==> config.mk <==
export PLATFORM = sky130hd
export DESIGN_NAME = big_digit_cell_generator_top
export DESIGN_NICKNAME = d
export VERILOG_FILES = /design/src/rtl/core/bdc_pkg.sv /design/src/rtl/core/big_digit_cell_generator_top.sv /design/src/rtl/core/bdc_ram.sv
export SDC_FILE = /design/constraint.sdc
export NUM_CORES = 1
export LEC_CHECK = 0
export ABC_AREA = 1
export BUFFER_PORTS_ARGS = -buffer_cell sky130_fd_sc_hd__buf_4
export CAP_MARGIN = 15
export CORE_ASPECT_RATIO = 2
export CORE_MARGIN = 5
export CORE_UTILIZATION = 55
export DETAILED_ROUTE_END_ITERATION = 8
export PLACE_DENSITY_LB_ADDON = 0.3
export SYNTH_ARGS = -nofsm -noshare
export SYNTH_HDL_FRONTEND = slang
export SYNTH_HIERARCHICAL = 1
export SYNTH_SLANG_ARGS = --single-unit
export TNS_END_PERCENT = 5
==> constraint.sdc <==
create_clock -name i_clk -period 9.15 [get_ports i_clk]
set_input_delay 1.83 -clock i_clk [delete_from_list [all_inputs] [get_ports i_clk]]
set_output_delay 1.83 -clock i_clk [all_outputs]
set_load 0.05 [all_outputs]
==> src/rtl/core/bdc_pkg.sv <==
// Package for the big-digit cell generator: codes, types, font ROM and helpers.
package bdc_pkg;

    // Depth of the request queue
    localparam int unsigned REQ_DEPTH = 4;

    // Character codes
    localparam logic [7:0] CODE_BLANK  = 8'd254;
    localparam logic [7:0] CODE_FULL   = 8'd255;
    localparam logic [7:0] CODE_DEGREE = 8'd7;
    localparam logic [7:0] CODE_CORNER = 8'd4;

    // Custom glyph segments
    localparam logic [7:0] G_UH = 8'd0;
    localparam logic [7:0] G_LR = 8'd1;
    localparam logic [7:0] G_LL = 8'd3;
    localparam logic [7:0] G_UR = 8'd4;
    localparam logic [7:0] G_LH = 8'd5;
    localparam logic [7:0] G_UL = 8'd6;
    localparam logic [7:0] G_FB = CODE_FULL;
    localparam logic [7:0] G_BL = CODE_BLANK;

    // Request commands
    localparam logic CMD_DIGIT   = 1'b0;
    localparam logic CMD_AZIMUTH = 1'b1;

    // Mark codes
    localparam logic [1:0] MARK_NONE   = 2'd0;
    localparam logic [1:0] MARK_DEGREE = 2'd1;
    localparam logic [1:0] MARK_CORNER = 2'd2;

    // Digit field codes
    localparam logic [4:0] DIGIT_BLANK = 5'h1F;
    localparam logic [3:0] DIGIT_MAX   = 4'd9;

    // Cell geometry
    localparam logic [4:0] BODY_WRITES = 5'd20;
    localparam logic [2:0] LAST_COL    = 3'd4;
    localparam logic [5:0] COL_TENS    = 6'd5;
    localparam logic [5:0] COL_ONES    = 6'd10;

    typedef enum logic [1:0] {
        K_NONE  = 2'd0,
        K_DIGIT = 2'd1,
        K_BLANK = 2'd2
    } t_kind;

    typedef struct packed {
        t_kind       kind;
        logic [3:0]  digit;
        logic [5:0]  col;
        logic [1:0]  mark;
    } t_cell;

    typedef struct packed {
        logic        cmd;
        logic [4:0]  digit;
        logic [5:0]  left_column;
        logic [1:0]  top_row;
        logic [1:0]  mark;
        logic [9:0]  azimuth;
    } t_req;

    // Font ROM: ten digits, four rows of four codes, row-major
    localparam logic [7:0] FONT [10][16] = '{
        '{G_LR, G_UH, G_UH, G_LL, G_FB, G_BL, G_BL, G_FB,
          G_FB, G_BL, G_BL, G_FB, G_UR, G_LH, G_LH, G_UL},
        '{G_BL, G_LR, G_FB, G_BL, G_BL, G_BL, G_FB, G_BL,
          G_BL, G_BL, G_FB, G_BL, G_BL, G_LH, G_FB, G_LH},
        '{G_LR, G_UH, G_UH, G_LL, G_BL, G_BL, G_LH, G_UL,
          G_LR, G_UH, G_BL, G_BL, G_FB, G_LH, G_LH, G_LH},
        '{G_LR, G_UH, G_UH, G_LL, G_BL, G_BL, G_LH, G_UL,
          G_BL, G_BL, G_UH, G_LL, G_UR, G_LH, G_LH, G_UL},
        '{G_FB, G_BL, G_BL, G_FB, G_FB, G_BL, G_BL, G_FB,
          G_UR, G_UH, G_UH, G_FB, G_BL, G_BL, G_BL, G_FB},
        '{G_FB, G_UH, G_UH, G_UH, G_UR, G_LH, G_LH, G_LL,
          G_BL, G_BL, G_BL, G_FB, G_UR, G_LH, G_LH, G_UL},
        '{G_LR, G_UH, G_UH, G_LL, G_FB, G_BL, G_BL, G_BL,
          G_FB, G_UH, G_UH, G_LL, G_UR, G_LH, G_LH, G_UL},
        '{G_UR, G_UH, G_UH, G_FB, G_BL, G_BL, G_LR, G_UL,
          G_BL, G_BL, G_FB, G_BL, G_BL, G_BL, G_FB, G_BL},
        '{G_LR, G_UH, G_UH, G_LL, G_UR, G_LH, G_LH, G_UL,
          G_LR, G_UH, G_UH, G_LL, G_UR, G_LH, G_LH, G_UL},
        '{G_LR, G_UH, G_UH, G_LL, G_UR, G_LH, G_LH, G_FB,
          G_BL, G_BL, G_BL, G_FB, G_UR, G_LH, G_LH, G_UL}
    };

    // Font lookup; digits beyond nine read as blank
    function automatic logic [7:0] font_code(logic [3:0] d, logic [1:0] r, logic [1:0] c);
        logic [7:0] code;
        if (d > DIGIT_MAX) begin
            code = CODE_BLANK;
        end else begin
            code = FONT[d][{r, c}];
        end
        return code;
    endfunction

    // What a signed digit field draws
    function automatic t_kind digit_kind(logic [4:0] d);
        t_kind k;
        if (d == DIGIT_BLANK) begin
            k = K_BLANK;
        end else if (!d[4] && (d[3:0] <= DIGIT_MAX)) begin
            k = K_DIGIT;
        end else begin
            k = K_NONE;
        end
        return k;
    endfunction

    // Number of writes a cell produces
    function automatic logic [4:0] cell_len(t_cell c);
        logic [4:0] n;
        case (c.kind)
            K_DIGIT: begin
                if (c.mark == MARK_DEGREE) begin
                    n = BODY_WRITES + 5'd1;
                end else if (c.mark == MARK_CORNER) begin
                    n = BODY_WRITES + 5'd2;
                end else begin
                    n = BODY_WRITES;
                end
            end
            K_BLANK: n = BODY_WRITES;
            default: n = 5'd0;
        endcase
        return n;
    endfunction

endpackage

==> src/rtl/core/big_digit_cell_generator_top.sv <==
// Top level of the big-digit cell generator: request queue, digit split and write sequencer.
//
//  channel   | handshake          | fields
//  ----------+--------------------+---------------------------------------------------
//  request   | start / busy       | i_cmd i_digit i_left_column i_top_row i_mark i_azimuth
//  cell write| o_valid (strobe)   | o_cell_column o_cell_row o_char_code o_last
//
//  One cell write leaves per cycle while a cell is drawn: 20 to 22 writes for a
//  digit cell and 61 for an azimuth up to 999; above it the hundreds cell is empty
//  and gives no write, as does a request that draws nothing. Between requests the
//  sequencer passes through a fetch state, fed by the registered read of the request
//  queue, and a split state, which hold the two reciprocal multiplications. Requests
//  are queued (REQ_DEPTH deep) while earlier ones are drawn; busy is high only when
//  the queue is full. Reset is synchronous and clears the queue and sequencer. The
//  receiver cannot stall: each write is shown for exactly one cycle.
module big_digit_cell_generator_top #(
    parameter int unsigned DEPTH = bdc_pkg::REQ_DEPTH
) (
    input  logic              i_clk,
    input  logic              i_rst_n,
    input  logic              start,
    input  logic              i_cmd,
    input  logic signed [4:0] i_digit,
    input  logic [5:0]        i_left_column,
    input  logic [1:0]        i_top_row,
    input  logic [1:0]        i_mark,
    input  logic [9:0]        i_azimuth,
    output logic              busy,
    output logic              o_valid,
    output logic [5:0]        o_cell_column,
    output logic [2:0]        o_cell_row,
    output logic [7:0]        o_char_code,
    output logic              o_last
);

    import bdc_pkg::*;

    localparam int unsigned AW = $clog2(DEPTH);
    localparam int unsigned CW = $clog2(DEPTH + 1);
    localparam int unsigned RW = $bits(t_req);

    // Reciprocal constants for the decimal split
    localparam logic [15:0] RECIP_HUND = 16'd41;   // 2^12 / 100, rounded up
    localparam logic [14:0] RECIP_TEN  = 15'd205;  // 2^11 / 10, rounded up

    typedef enum logic [3:0] {
        ST_IDLE  = 4'b0001,
        ST_FETCH = 4'b0010,
        ST_SPLIT = 4'b0100,
        ST_RUN   = 4'b1000
    } t_state;

    t_state          r_state, n_state;
    logic [AW-1:0]   r_wr_ptr, n_wr_ptr;
    logic [AW-1:0]   r_rd_ptr, n_rd_ptr;
    logic [CW-1:0]   r_count, n_count;

    t_req            r_req, n_req;
    logic [3:0]      r_hund, n_hund;
    logic [6:0]      r_rest, n_rest;
    t_cell           r_cell [3];
    t_cell           n_cell [3];
    logic [1:0]      r_row, n_row;
    logic [4:0]      r_step, n_step;
    logic [1:0]      r_r, n_r;
    logic [2:0]      r_c, n_c;

    logic            r_out_valid, n_out_valid;
    logic [5:0]      r_out_col, n_out_col;
    logic [2:0]      r_out_row, n_out_row;
    logic [7:0]      r_out_code, n_out_code;
    logic            r_out_last, n_out_last;

    logic            w_accept;
    logic            w_rd_en;
    t_req            w_wr_req;
    logic [RW-1:0]   w_rd_data;
    t_req            w_rd_req;

    logic [15:0]     w_hund_prod;
    logic [9:0]      w_rest_full;
    logic [14:0]     w_tens_prod;
    logic [3:0]      w_tens;
    logic [6:0]      w_ones_full;

    t_cell           w_cur;
    logic [4:0]      w_cur_len;
    logic            w_emit;
    logic            w_later;
    logic            w_at_end;
    logic            w_run;
    logic            w_job_done;
    logic            w_cell_next;

    // Request queue handshake
    assign w_accept = start && !busy;
    assign busy     = (r_count == CW'(DEPTH));

    assign w_wr_req = '{cmd: i_cmd, digit: i_digit, left_column: i_left_column,
                        top_row: i_top_row, mark: i_mark, azimuth: i_azimuth};

    bdc_ram #(
        .WIDTH (RW),
        .DEPTH (DEPTH)
    ) u_req_ram (
        .i_clk     (i_clk),
        .i_wr_en   (w_accept),
        .i_wr_addr (r_wr_ptr),
        .i_wr_data (w_wr_req),
        .i_rd_en   (w_rd_en),
        .i_rd_addr (r_rd_ptr),
        .o_rd_data (w_rd_data)
    );

    assign w_rd_req = w_rd_data;

    // Hundreds digit from the fetched request
    assign w_hund_prod = {6'd0, w_rd_req.azimuth} * RECIP_HUND;
    assign w_rest_full = w_rd_req.azimuth - 10'({6'd0, w_hund_prod[15:12]} * 10'd100);

    // Tens and ones from the registered remainder
    assign w_tens_prod = {8'd0, r_rest} * RECIP_TEN;
    assign w_tens      = w_tens_prod[14:11];
    assign w_ones_full = r_rest - 7'({3'd0, w_tens} * 7'd10);

    // Sequencer status for the cell at the head
    assign w_cur       = r_cell[0];
    assign w_cur_len   = cell_len(w_cur);
    assign w_emit      = (w_cur.kind != K_NONE);
    assign w_later     = (r_cell[1].kind != K_NONE) || (r_cell[2].kind != K_NONE);
    assign w_at_end    = (r_step == (w_cur_len - 5'd1));
    assign w_run       = (r_state == ST_RUN);
    assign w_job_done  = w_run && (!w_emit || w_at_end) && !w_later;
    assign w_cell_next = w_run && (!w_emit || w_at_end) && w_later;
    assign w_rd_en     = ((r_state == ST_IDLE) || w_job_done) && (r_count != '0);

    // Queue pointers and fill count
    always_comb begin
        n_wr_ptr = r_wr_ptr;
        n_rd_ptr = r_rd_ptr;
        n_count  = r_count;
        if (w_accept) begin
            n_wr_ptr = (r_wr_ptr == AW'(DEPTH - 1)) ? '0 : r_wr_ptr + AW'(1);
        end
        if (w_rd_en) begin
            n_rd_ptr = (r_rd_ptr == AW'(DEPTH - 1)) ? '0 : r_rd_ptr + AW'(1);
        end
        case ({w_accept, w_rd_en})
            2'b10:   n_count = r_count + CW'(1);
            2'b01:   n_count = r_count - CW'(1);
            default: n_count = r_count;
        endcase
    end

    // Control state
    always_comb begin
        n_state = r_state;
        unique case (r_state)
            ST_IDLE:  if (w_rd_en) n_state = ST_FETCH;
            ST_FETCH: n_state = ST_SPLIT;
            ST_SPLIT: n_state = ST_RUN;
            ST_RUN: begin
                if (w_job_done) begin
                    n_state = w_rd_en ? ST_FETCH : ST_IDLE;
                end
            end
            default:  n_state = ST_IDLE;
        endcase
    end

    // Request capture, cell set-up and write counters
    always_comb begin
        n_req   = r_req;
        n_hund  = r_hund;
        n_rest  = r_rest;
        n_cell  = r_cell;
        n_row   = r_row;
        n_step  = r_step;
        n_r     = r_r;
        n_c     = r_c;

        if (r_state == ST_FETCH) begin
            n_req  = w_rd_req;
            n_hund = w_hund_prod[15:12];
            n_rest = w_rest_full[6:0];
        end

        if (r_state == ST_SPLIT) begin
            if (r_req.cmd == CMD_AZIMUTH) begin
                n_row    = 2'd0;
                n_cell[0] = '{kind: (r_hund <= DIGIT_MAX) ? K_DIGIT : K_NONE,
                              digit: r_hund, col: 6'd0, mark: MARK_NONE};
                n_cell[1] = '{kind: K_DIGIT, digit: w_tens, col: COL_TENS, mark: MARK_NONE};
                n_cell[2] = '{kind: K_DIGIT, digit: w_ones_full[3:0], col: COL_ONES,
                              mark: MARK_DEGREE};
            end else begin
                n_row    = r_req.top_row;
                n_cell[0] = '{kind: digit_kind(r_req.digit), digit: r_req.digit[3:0],
                              col: r_req.left_column, mark: r_req.mark};
                n_cell[1] = '{kind: K_NONE, digit: 4'd0, col: 6'd0, mark: MARK_NONE};
                n_cell[2] = '{kind: K_NONE, digit: 4'd0, col: 6'd0, mark: MARK_NONE};
            end
        end

        if (w_cell_next) begin
            n_cell[0]      = r_cell[1];
            n_cell[1]      = r_cell[2];
            n_cell[2].kind = K_NONE;
        end

        // Step counters: body rows of five columns, then the mark writes
        if ((r_state == ST_SPLIT) || w_cell_next) begin
            n_step = 5'd0;
            n_r    = 2'd0;
            n_c    = 3'd0;
        end else if (w_run && w_emit && !w_at_end) begin
            n_step = r_step + 5'd1;
            if (r_step < BODY_WRITES) begin
                if (r_c == LAST_COL) begin
                    n_c = 3'd0;
                    n_r = r_r + 2'd1;
                end else begin
                    n_c = r_c + 3'd1;
                end
            end
        end
    end

    // Cell write composition
    always_comb begin
        n_out_valid = w_run && w_emit;
        n_out_last  = w_run && w_emit && w_at_end && !w_later;
        if (r_step < BODY_WRITES) begin
            n_out_col = w_cur.col + {3'd0, r_c};
            n_out_row = {1'b0, r_row} + {1'b0, r_r};
            if ((w_cur.kind == K_BLANK) || (r_c == LAST_COL)) begin
                n_out_code = CODE_BLANK;
            end else begin
                n_out_code = font_code(w_cur.digit, r_r, r_c[1:0]);
            end
        end else if (r_step == BODY_WRITES) begin
            n_out_row = {1'b0, r_row};
            if (w_cur.mark == MARK_DEGREE) begin
                n_out_col  = w_cur.col + 6'd4;
                n_out_code = CODE_DEGREE;
            end else begin
                n_out_col  = w_cur.col + 6'd3;
                n_out_code = CODE_CORNER;
            end
        end else begin
            n_out_col  = w_cur.col + 6'd3;
            n_out_row  = {1'b0, r_row} + 3'd1;
            n_out_code = CODE_CORNER;
        end
    end

    // Control registers
    always_ff @(posedge i_clk) begin
        if (!i_rst_n) begin
            r_state     <= ST_IDLE;
            r_wr_ptr    <= '0;
            r_rd_ptr    <= '0;
            r_count     <= '0;
            r_out_valid <= 1'b0;
        end else begin
            r_state     <= n_state;
            r_wr_ptr    <= n_wr_ptr;
            r_rd_ptr    <= n_rd_ptr;
            r_count     <= n_count;
            r_out_valid <= n_out_valid;
        end
    end

    // Payload registers
    always_ff @(posedge i_clk) begin
        r_req      <= n_req;
        r_hund     <= n_hund;
        r_rest     <= n_rest;
        r_cell     <= n_cell;
        r_row      <= n_row;
        r_step     <= n_step;
        r_r        <= n_r;
        r_c        <= n_c;
        r_out_col  <= n_out_col;
        r_out_row  <= n_out_row;
        r_out_code <= n_out_code;
        r_out_last <= n_out_last;
    end

    assign o_valid       = r_out_valid;
    assign o_cell_column = r_out_col;
    assign o_cell_row    = r_out_row;
    assign o_char_code   = r_out_code;
    assign o_last        = r_out_last;

endmodule

==> src/rtl/core/bdc_ram.sv <==
// Generic single-port-write, registered-read RAM.
module bdc_ram #(
    parameter int unsigned WIDTH = 8,
    parameter int unsigned DEPTH = 4
) (
    input  logic                     i_clk,
    input  logic                     i_wr_en,
    input  logic [$clog2(DEPTH)-1:0] i_wr_addr,
    input  logic [WIDTH-1:0]         i_wr_data,
    input  logic                     i_rd_en,
    input  logic [$clog2(DEPTH)-1:0] i_rd_addr,
    output logic [WIDTH-1:0]         o_rd_data
);

    logic [WIDTH-1:0] r_mem [DEPTH];
    logic [WIDTH-1:0] r_rd_data;

    // Write port
    always_ff @(posedge i_clk) begin
        if (i_wr_en) begin
            r_mem[i_wr_addr] <= i_wr_data;
        end
    end

    // Registered read port
    always_ff @(posedge i_clk) begin
        if (i_rd_en) begin
            r_rd_data <= r_mem[i_rd_addr];
        end
    end

    assign o_rd_data = r_rd_data;

endmodule
### Yosys cells after proc, flatten, opt, wreduce, memory -nomap -nowiden

Memory sizes are Yosys's and may differ from the RTL's. A register that Yosys moved wholly into a read port is not among the register bits.
Index checks and enable logic that the tools add are counted.

* add/subtract/negate cells: 15
* mux-type cells: 34
* order comparisons: 6
* equality and inequality tests: 19
* bitwise operators: 2
* $mul: 4
* reduce and logical (&&, ||, !) cells: 29

Operator list (number)
* $mux W128: 2
* $mux W42: 2
* $mux W8: 6
* $bmux W8 S4: 1
* $mux W30: 1
* $mux W6: 3
* $mul A10 B6 Y16 const B: 1
* $pmux W4 S4: 1
* $mul A7 B8 Y15 const B: 1
* $mux W2: 7
* $eq A2 B2 Y1 const B: 5
* $eq A5 B5 Y1 const B: 2
* $ge A5 B5 Y1 const B: 2
* $logic_and A1 B1 Y1: 10
* $not A4 Y5: 2
* $pmux W5 S2: 1
* $reduce_bool A2 Y1: 5
* $mux W3: 3
* $le A4 B4 Y1 const B: 2
* $mux W4: 2
* $sub A7 B7 Y7: 1
* $add A2 B1 Y2 const B: 3
* $add A3 B1 Y3 const B: 2
* $add A6 B2 Y6 const B: 1
* 28 further kinds: 43

* register bits: 111
* memories: 2
* bits in writable memories: 104
* input bits: 29
* memory bits (read-only): 2048
* output and inout port bits: 20
* logic and storage cells: 143

Memories
* (name not given): depth 16, width 128, read ports 1, clocked after memory_dff 0, wr ports 0, line bdc_pkg.sv:94 `code = FONT[d][{r, c}];`
* u_req_ram.r_mem: depth 4, width 26, read ports 1, clocked after memory_dff 1, wr ports 1, line bdc_ram.sv:15 `logic [WIDTH-1:0] r_mem [DEPTH];`

### Logic depth before layout (Yosys ltp)

* depth after elaboration: 14
* depth in mapped cells: 24
* mapped depth without buffers: 24

### Hierarchy

The synthesis kept the hierarchy.

Modules (own cells, without submodules)
* big_digit_cell_generator_top: times used 1, cells each 810, seq. area each 2392.3 sq um, area an instance 6723.9 sq um
* bdc_ram: times used 1, cells each 441, seq. area each 3903.7 sq um, area an instance 5227.5 sq um

### Worst setup path before layout

Ideal clock, no wire load.

* path kind: input to register
* start point: input port start
* end point: memory u_req_ram/r_mem[1][0] in the netlist's numbering (enable)
* data required time: 8708 ps
* stages: 4
* path buffers: 0
* arrival time: 3965 ps
* library setup time: 442 ps
* setup slack: 4744 ps
* cell sequence: inv_1 -> nor2_1 -> inv_1 -> nor3_1

* cells in the longest elaborated chain, start to end: 3

Ends and longest elaborated chain
* from (decl): line big_digit_cell_generator_top.sv:21 `input logic start,`
* $logic_and A1 B1 Y1: line big_digit_cell_generator_top.sv:96 `assign w_accept = start && !busy;`
* via w_accept: line big_digit_cell_generator_top.sv:74 `logic w_accept;`
* $mux W1: line bdc_ram.sv:20 `if (i_wr_en) begin`
* $mux W1 (implied by the code): line bdc_ram.sv:21 `r_mem[i_wr_addr] <= i_wr_data;`
* to (decl): line bdc_ram.sv:15

The timed path passes the listed nets, and every way through them passes these cells.

### Worst setup path after layout

* start point: register r_rest[4]
* end point: register r_cell[11] in the netlist's numbering (data pin)

* cells in the longest elaborated chain, start to end: 3

Ends and longest elaborated chain
* from (decl): line big_digit_cell_generator_top.sv:60 `logic [6:0] r_rest, n_rest;`
* from (signal assigned): line big_digit_cell_generator_top.sv:278 `r_rest <= n_rest;`
* $mul A7 B8 Y15: line big_digit_cell_generator_top.sv:122 `assign w_tens_prod = {8'd0, r_rest} * RECIP_TEN;`
* $mul A4 B3 Y3: line big_digit_cell_generator_top.sv:124 `assign w_ones_full = r_rest - 7'({3'd0, w_tens} * 7'd10);`
* $sub A4 B4 Y4: line big_digit_cell_generator_top.sv:124
* to (signal assigned): line big_digit_cell_generator_top.sv:279 `r_cell <= n_cell;`
* to (decl): line big_digit_cell_generator_top.sv:61 `t_cell r_cell [3];`

Every way passes these cells.
A chain may end at the register's enable or synchronous reset.

==> metrics <==
EDFF count, synth 185; sequential area share after synthesis 0.527; DRC 0; Layout area overhead 10.1%; commonest non-fill, non-tap cell in the layout nand2_1; Die H 218 um; Clock Pin Slew Worst Setup and Hold Paths 0.07 ns; cell area after layout 13200 um2; main area contributors after synthesis edfxtp_1, ha_1, nand2_1, inv_1, dfxtp_1; core area 21500 um2; Synthesis Warnings 6; most frequent cells in the layout nand2_1, inv_1, edfxtp_1, nand3_1, ha_1; post-DR vias/cell 5.23; Num Clock Sinks 222; crit path capture type flop; critical path arrival 4.74 ns; Congestion Overflow GR 0; Hold Path Origin u_req_ram/o_rd_data[25]; CTS tree yes; met2 usage 0.395; H-tree levels 1; IO Port Bufs 48; post-DP HPWL 17300 um; Peak supply drop 0.000294 V; CP startpoint r_rest[4]; Max Freq 223 MHz; worst slew pin tran 1.13 ns; Period minus WS final 4.48 ns; Power Dens Cells 393 nW/um2; Placer Congestion 0.893; Initial Util 0.556; hold buffer count at CTS 0; ant diodes 0; Yosys top cell area share 0.465; DP Area 12500 um2; total track usage 0.193; number of global-route vias before repair 8416; largest net degree at the start of global routing 57; io pins 49; Seq cells post-synth 222; final setup vio count 0; row cnt 76; Hold Vio Cnt, Final 0; Post-CTS Setup Bufs 0; DR pass1 iterations 6; setup TNS 0 ns; Unique masters post-synth 46; M3 GR Usage 0.0172; first-pass GRT wire length 38500 um; Die Area 25000 um2; period utilization 0.490; critical path class flop to flop; Final nets 1437; WL per Instance 14.9 um; Detail Route Antenna Nets 0; Yosys top cell by area edfxtp_1; RSZ-0062 raised after global routing no; Flop pwr share 0.293; fin. max-slew vios 0; Num CTS Buffers 20; Synth Instances 1251; Worst Path Max Fanout 4; switching pwr 2260 uW; worst min-delay path category flop to flop; async set-reset flop share out of synthesis 0; share of power burned in the clock network 0.163; synthesized area 12000 um2; WHS 0.419 ns; switching share of power 0.437; status finished clean; leakage power 0.00607 uW; clk_skew 0.0104 ns; root buf cell clkbuf_16; die width 114 um; critical register-to-register path startpoint r_rest[4]; maximum clock path buffer count 3; Worst Setup Start Kind flop; met1 Use GR 0.178; slew margin rel. 0.247; Syn Area/Cell 9.55 um2; antenna violations before repair 0; drt first-iter violations 535; Req. time, crit path 9.41 ns; internal power 2910 uW; max_cap viols 0; combinational share of power 0.544; total wire length 23600 um; worst skew pair latency 0.51 ns; GRT busiest layer met2; Synth Flop Type edfxtp_1; vias 8282; Synthesized Nets 1392; fraction of layout cells with a size suffix above 1 0.0855; Resize count post-CTS 0
-- power groups by stage --
| stage | logic, uW | clock network, uW | registers, uW |
|---|---|---|---|
| detailed placement | 2800 | 0 | 1540 |
| CTS | 2830 | 863 | 1520 |
| finish | 2810 | 844 | 1520 |
| floorplan | 2090 | 0 | 1530 |
| global placement | 2710 | 0 | 1530 |
| global route | 3240 | 905 | 1530 |
-- synthesized netlist by cell type (2+ instances only) --
cell type and number:
nand2_1 315, inv_1 221, edfxtp_1 185, nand3_1 107
ha_1 95, nor2_1 61, a21oi_1 48, o21ai_0 39
dfxtp_1 37, fa_1 17, buf_4 12, nor3_1 12
xor2_1 12, buf_2 11, nand4_1 9, o211ai_1 9
buf_6 7, inv_2 6, xnor2_1 5, nor2_2 4
inv_4 3, nand3_2 3, a21boi_0 2, a31oi_1 2
clkbuf_1 2, clkinv_1 2, nand3b_1 2, nor2_4 2
o2111ai_1 2, o21ai_1 2, o21bai_1 2
-- kinds of logic (layout without fill, tap and decap cells) --
group,Yosys count,in the layout,synth area share
AOI/OAI and AO/OA,116,116,0.0557
buffers and inverters,264,323,0.0929
xor gates and xnor gates,17,17,0.0125
and+or+nand+nor,520,520,0.184
adders and majority gates,112,112,0.128
DFF,222,222,0.527
-- worst max-delay path, cell delays in order (launching register included) --
cell	delay, ns
edfxtp_1	0.44
ha_1	0.33
ha_1	0.30
fa_1	0.50
inv_1	0.05
fa_1	0.50
inv_1	0.04
ha_1	0.29
nand2_1	0.05
inv_1	0.07
nand2_1	0.05
nand2_1	0.06
nand4_1	0.13
nand2_1	0.10
nand2_1	0.05
nand2_1	0.13
ha_1	0.18
inv_1	0.05
fa_1	0.37
xnor2_1	0.21
nand3_1	0.13
a21oi_1	0.16
nor2_1	0.06
-- routing by layer --
layer  up-vias  wire, um
met5         -         0
met4         0      1170
met3        66       778
met2       174     13700
met1      3865      7940
li1       4177         -
-- state kept, by name, summed over array words and instances, names as in the netlist, 2 cells and up --
signal,flops
r_count,3
o_cell_row,3
o_cell_column,6
r_wr_ptr,2
r_row,2
r_c,3
r_rest,7
r_req,16
r_rd_ptr,2
o_char_code,4
u_req_ram/o_rd_data,26
r_state,4
r_cell,27
r_step,5
r_hund,4
u_req_ram/r_mem,104
r_r,2
-- per-stage QoR --
stage          setup slack (ns)   util  cells  total power [uW]
6_report                   4.67  0.612   1583              5170
5_1_grt                    4.31  0.612   1583              5680
4_1_cts                    4.68  0.612   1583              5210
3_5_place_dp               4.69  0.582   1547              4330
3_3_place_gp               4.79  0.582   1547              4240
2_1_floorplan              4.74      -   1251              3620
-- area by class of cell --
class	count	area, um2
fillers	1841	8330
flip-flops and latches	222	6300
multi-input cells	765	4570
inverters	232	878
clock buffers	27	527
repair buffers	55	413
well taps	273	342
clock inverters	9	130
-- path summary, 6_finish.rpt --
check             slack (ns)  depth (start not counted)         end
hold reg to reg         0.42                          0   r_req[25]
hold / removal          0.42                          0   r_req[25]
setup / recovery        4.67                         22  r_cell[11]
setup reg to reg        4.67                         22  r_cell[11]
No activity file was read; power rests on OpenSTA's default activity.
